===== src/sv/rmsp_pkg.sv =====
// ----------------------------------------------------------------------------
// rmsp_pkg: shared types and constants for the read memory size profiler
// Word payload structs, request codes, status codes and parameter defaults.
// ----------------------------------------------------------------------------
package rmsp_pkg;

   // parameter defaults
   localparam int ADDR_BITS_DEF   = 16;
   localparam int STACK_DEPTH_DEF = 64;
   localparam int TIME_BITS_DEF   = 32;

   // request codes
   localparam logic [2:0] REQ_CALL   = 3'd0;
   localparam logic [2:0] REQ_RETURN = 3'd1;
   localparam logic [2:0] REQ_READ   = 3'd2;
   localparam logic [2:0] REQ_WRITE  = 3'd3;
   localparam logic [2:0] REQ_ADD    = 3'd4;

   // response status codes
   localparam logic [1:0] STS_FRAME     = 2'd0;
   localparam logic [1:0] STS_OVERFLOW  = 2'd1;
   localparam logic [1:0] STS_UNDERFLOW = 2'd2;

   // command queue depth
   localparam int QUEUE_DEPTH = 2;

   typedef struct packed {
      logic [2:0]  req_type;
      logic [31:0] func_id;
      logic [15:0] addr;
      logic [15:0] length;
      logic [31:0] cost_amount;
   } req_payload_type;

   typedef struct packed {
      logic [1:0]  status;
      logic [31:0] frame_func;
      logic [31:0] frame_start;
      logic [31:0] frame_size;
      logic [47:0] frame_cost;
   } rsp_payload_type;

   typedef enum logic [2:0] {
      OP_CALL   = 3'd0,
      OP_RETURN = 3'd1,
      OP_READ   = 3'd2,
      OP_WRITE  = 3'd3,
      OP_ADD    = 3'd4
   } op_type;

   typedef struct packed {
      op_type      op;
      logic [31:0] func_id;
      logic [15:0] addr;
      logic [15:0] length;
      logic [31:0] cost_amount;
   } cmd_type;

   typedef struct packed {
      logic clearing;
      logic busy;
   } back_status_type;

endpackage


===== src/sv/rmsp_front.sv =====
// ----------------------------------------------------------------------------
// rmsp_front: request intake and command queue
// Holds the enable register, drops ignored words and queues the rest.
// ----------------------------------------------------------------------------
module rmsp_front (
   input  logic                     clock,
   input  logic                     reset,
   input  logic                     req_valid,
   output logic                     req_ready,
   input  rmsp_pkg::req_payload_type req_payload,
   input  logic                     csr_wr_en,
   input  logic                     csr_wr_data,
   input  rmsp_pkg::back_status_type back_status,
   output logic                     cmd_valid,
   output rmsp_pkg::cmd_type        cmd,
   input  logic                     cmd_pop
);
   import rmsp_pkg::*;

   localparam int PW = $clog2(QUEUE_DEPTH);
   localparam int CW = $clog2(QUEUE_DEPTH + 1);

   logic            enable_ff, enable_in;
   cmd_type         q_ff [QUEUE_DEPTH];
   logic [PW-1:0]   wp_ff, wp_in, rp_ff, rp_in;
   logic [CW-1:0]   cnt_ff, cnt_in;
   logic            accept, keep, push;
   cmd_type         new_cmd;

   assign req_ready = !back_status.clearing && (cnt_ff != CW'(QUEUE_DEPTH));
   assign accept    = req_valid && req_ready;
   // unknown codes and a disabled block leave no trace
   assign keep      = enable_ff && (req_payload.req_type <= REQ_ADD);
   assign push      = accept && keep;

   assign new_cmd.op          = op_type'(req_payload.req_type);
   assign new_cmd.func_id     = req_payload.func_id;
   assign new_cmd.addr        = req_payload.addr;
   assign new_cmd.length      = req_payload.length;
   assign new_cmd.cost_amount = req_payload.cost_amount;

   assign cmd_valid = (cnt_ff != '0);
   assign cmd       = q_ff[rp_ff];

   // queue pointers and enable
   always_comb begin
      enable_in = csr_wr_en ? csr_wr_data : enable_ff;
      wp_in     = push ? PW'((32'(wp_ff) + 1) % QUEUE_DEPTH) : wp_ff;
      rp_in     = cmd_pop ? PW'((32'(rp_ff) + 1) % QUEUE_DEPTH) : rp_ff;
      cnt_in    = cnt_ff + CW'(push) - CW'(cmd_pop);
   end

   always_ff @(posedge clock) begin
      if (reset) begin
         enable_ff <= 1'b1;
         wp_ff     <= '0;
         rp_ff     <= '0;
         cnt_ff    <= '0;
      end else begin
         enable_ff <= enable_in;
         wp_ff     <= wp_in;
         rp_ff     <= rp_in;
         cnt_ff    <= cnt_in;
      end
   end

   // queue storage
   always_ff @(posedge clock) begin
      if (push) begin
         q_ff[wp_ff] <= new_cmd;
      end
   end

endmodule


===== config.mk =====
export PLATFORM = sky130hd
export DESIGN_NAME = rmsp_front
export DESIGN_NICKNAME = d
export VERILOG_FILES = /design/src/sv/rmsp_pkg.sv /design/src/sv/rmsp_front.sv
export SDC_FILE = /design/constraint.sdc
export NUM_CORES = 1
export LEC_CHECK = 0
export BUFFER_PORTS_ARGS = -buffer_cell sky130_fd_sc_hd__buf_2
export CORE_UTILIZATION = 44
export DETAILED_ROUTE_END_ITERATION = 10
export PLACE_DENSITY_LB_ADDON = 0.2
export SLEW_MARGIN = 25
export SYNTH_ARGS = -nofsm -noshare
export SYNTH_HDL_FRONTEND = slang
export SYNTH_SLANG_ARGS = --single-unit
export TNS_END_PERCENT = 5

===== constraint.sdc =====
create_clock -name clock -period 6.1 [get_ports clock]
set_input_delay 0.305 -clock clock [delete_from_list [all_inputs] [get_ports clock]]
set_output_delay 0.305 -clock clock [all_outputs]
set_load 0.02 [all_outputs]

==> results.json <==
{
  "num_antenna_cells": 0,
  "synth.distinct_cells": 21,
  "place_area_um2": 8740,
  "io_buffers": 206,
  "cts_tree": "done",
  "max_freq_ghz": 0.346,
  "ys_seq_elements": 204,
  "setup_slack_ps": 3210,
  "layout.cells.non_filler": 849,
  "overflow": 0,
  "wl_per_cell_um": 15.9,
  "yosysSeqAreaShare_pct": 81.2,
  "clk-insertion-delay-late_ps": 480,
  "yosys.area.top_type": "edfxtp_1",
  "synth.top_cell.area_share_pct": 79.6,
  "core_region_area_um2": 16600,
  "leakagePower_nw": 3.72,
  "syn_avg_cell_area_um2": 22.0,
  "synthCells": 339,
  "synth_area_leaders": "edfxtp_1 (80%), mux2_2 (13%), mux2_4 (2.0%)",
  "grt_antenna_before_repair": 0,
  "period_share_pct": 47.4,
  "ir_drop_v": 0.000206,
  "slew_violations": 0,
  "dpl_worst_slack_ps": 3390,
  "first_pass_iters": 4,
  "dieArea_um2": 17500,
  "design_area_um2": 9940,
  "antenna_violating_nets_post_route": 0,
  "grt_pass1_wl_um": 21500,
  "hold_path_class": "in -> reg",
  "worstPathArrival_ps": 2580,
  "drc": 0,
  "cts_buffers": 21,
  "ios": 208,
  "nets": 725,
  "finClkSkew_ps": 8.86,
  "reg2reg_from": "cnt_ff[0]",
  "end_kind": "output pin",
  "n_fill_cell": 1306,
  "period_minus_slack_ps": 2890,
  "placed_cells": 758,
  "drt_iter0_drc": 157,
  "die_x_um": 132,
  "grt_max_degree": 59,
  "die_y_um": 132,
  "num_vias": 3990,
  "start_util_pct": 45.0,
  "h-tree-depth": 1,
  "setup_viol": 0,
  "path_clk_slew_ps": 60,
  "regToRegSetupSlack_ps": 3600,
  "r2r-end": "q_ff[1][32]",
  "wl_um": 13500,
  "rsz0062_at_grt": "no",
  "max_slew_margin_pct": 46.5,
  "power.density_nw_per_um2": 313,
  "clk_path_buf_depth": 3,
  "setup.worst_path.class": "reg -> out",
  "cts_num_sinks": 204,
  "area_growth_syn_to_layout_pct": 33.2,
  "run_status": "complete, no violations",
  "grtUsageTotal_pct": 15.5,
  "hpwl_um": 8140,
  "cts_root_buffer": "clkbuf_16",
  "vias_per_cell": 4.70,
  "tightest_slew_ps": 803,
  "worstPathRequired_ps": 5790,
  "reg2reg_depth": 4,
  "yosys_warnings": 0,
  "setup_tns_ps": 0,
  "cp-start-kind": "register",
  "grt_pass1_vias": 4401,
  "gp_congestion": 0.697,
  "cp_max_fo": 53,
  "layout-drive-gt1-share_pct": 54.4,
  "hold_viol": 0,
  "crit_path_end": "cmd[16]",
  "synth_nets": 448,
  "rows": 47,
  "maxCapViolCount": 0,
  "netlist_area_um2": 7470
}
## kinds of logic after synthesis
logic type,synth area share (%)
fa+ha+maj,0.335
compound gates,0.218
mux,15.6
xor+xnor,0.235
simple gates,1.31
flops,81.2
buf+inv,1.09
## layer usage
layer  routed length, um  GRT usage, %  up-vias
met4                 307          4.98        0
li1                    -             -     1898
met2                7270          29.6      128
met5                   0             0        -
met1                5060          16.8     1937
met3                 858          3.65       27
## worst min path at each step
stage / from / to / slack [ps] / depth (start not counted)
after floorplan: reset / cnt_ff[0] / 380 / 1
after global placement: req_payload[8] / q_ff[1][8] / 490 / 1
after detailed placement: req_payload[6] / q_ff[0][6] / 500 / 1
after CTS: req_payload[41] / q_ff[0][41] / 0.2 / 1
after global routing: req_payload[95] / q_ff[0][95] / 2 / 1
final: req_payload[91] / q_ff[0][91] / 20 / 1
## synth_stat cells (all sizes together)
cell      n
inv       2
edfxtp  198
a211o     1
and2b     1
or2       1
mux2    100
buf      11
nor4      1
nand2     1
nor3      1
nor2      6
o21a      1
and2      2
dfxtp     6
xnor2     1
ha        2
xor2      1
nor2b     3
## stage by stage
stage	power (mW)	utilization [%]	hold slack, ps
finish	3.11	60.0	16.7
global route	3.22	60.0	2.37
CTS	3.15	59.9	0.150
detailed placement	1.92	52.7	496
global placement	1.92	52.7	492
floorplan	1.82	-	377
## critical path: stages, from the launching register on
cell and delay (ps):
dfxtp_4 760, buf_4 740, mux2_2 420, buf_2 160
## state kept, by name, indices dropped and copies added, names as in the netlist, named ones only
signal / cells
q_ff: 198
cnt_ff: 2
enable_ff: 1
rp_ff: 1
wp_ff: 1
## cell usage in the layout, fill, tap and decap left out, types with 2 or more instances in the layout
master           n
mux2_2          89
clkbuf_16       21
clkbuf_8         4
inv_1            2
ha_1             2
dfxtp_1          5
mux2_4          10
dlygate4sd3_1   55
edfxtp_1       198
clkinv_1         5
buf_2          206
nor2_1           5
clkinv_2         2
clkbuf_1         3
buf_4            4
nor2b_1          3
## layout make-up
cell class	instances	area, um2	area share [%]
flip-flops and latches	204	6070	61.0
repair buffers	265	1610	16.2
multi-input cells	122	1330	13.4
clock buffers	28	592	5.95
well taps	220	275	2.77
clock inverters	8	58.8	0.591
inverters	2	7.51	0.0755
## where the power goes
| group | leakage, nW | internal, mW | total [mW] | switching [mW] |
|---|---|---|---|---|
| Clock | 0.321 | 0.716 | 1.19 | 0.474 |
| Combinational | 1.55 | 0.151 | 0.318 | 0.166 |
| Sequential | 1.84 | 1.58 | 1.60 | 0.0211 |
| Total | 3.72 | 2.45 | 3.11 | 0.662 |
## what timing repair did
item / 4_1_cts / 5_1_grt
hold buffers: 54 / 1
endpoints found under the hold margin: 105 / 2
resized for setup: 0 / 0
buffers inserted: 0 / 0
Note: power is estimated with default switching activity, not from simulation.
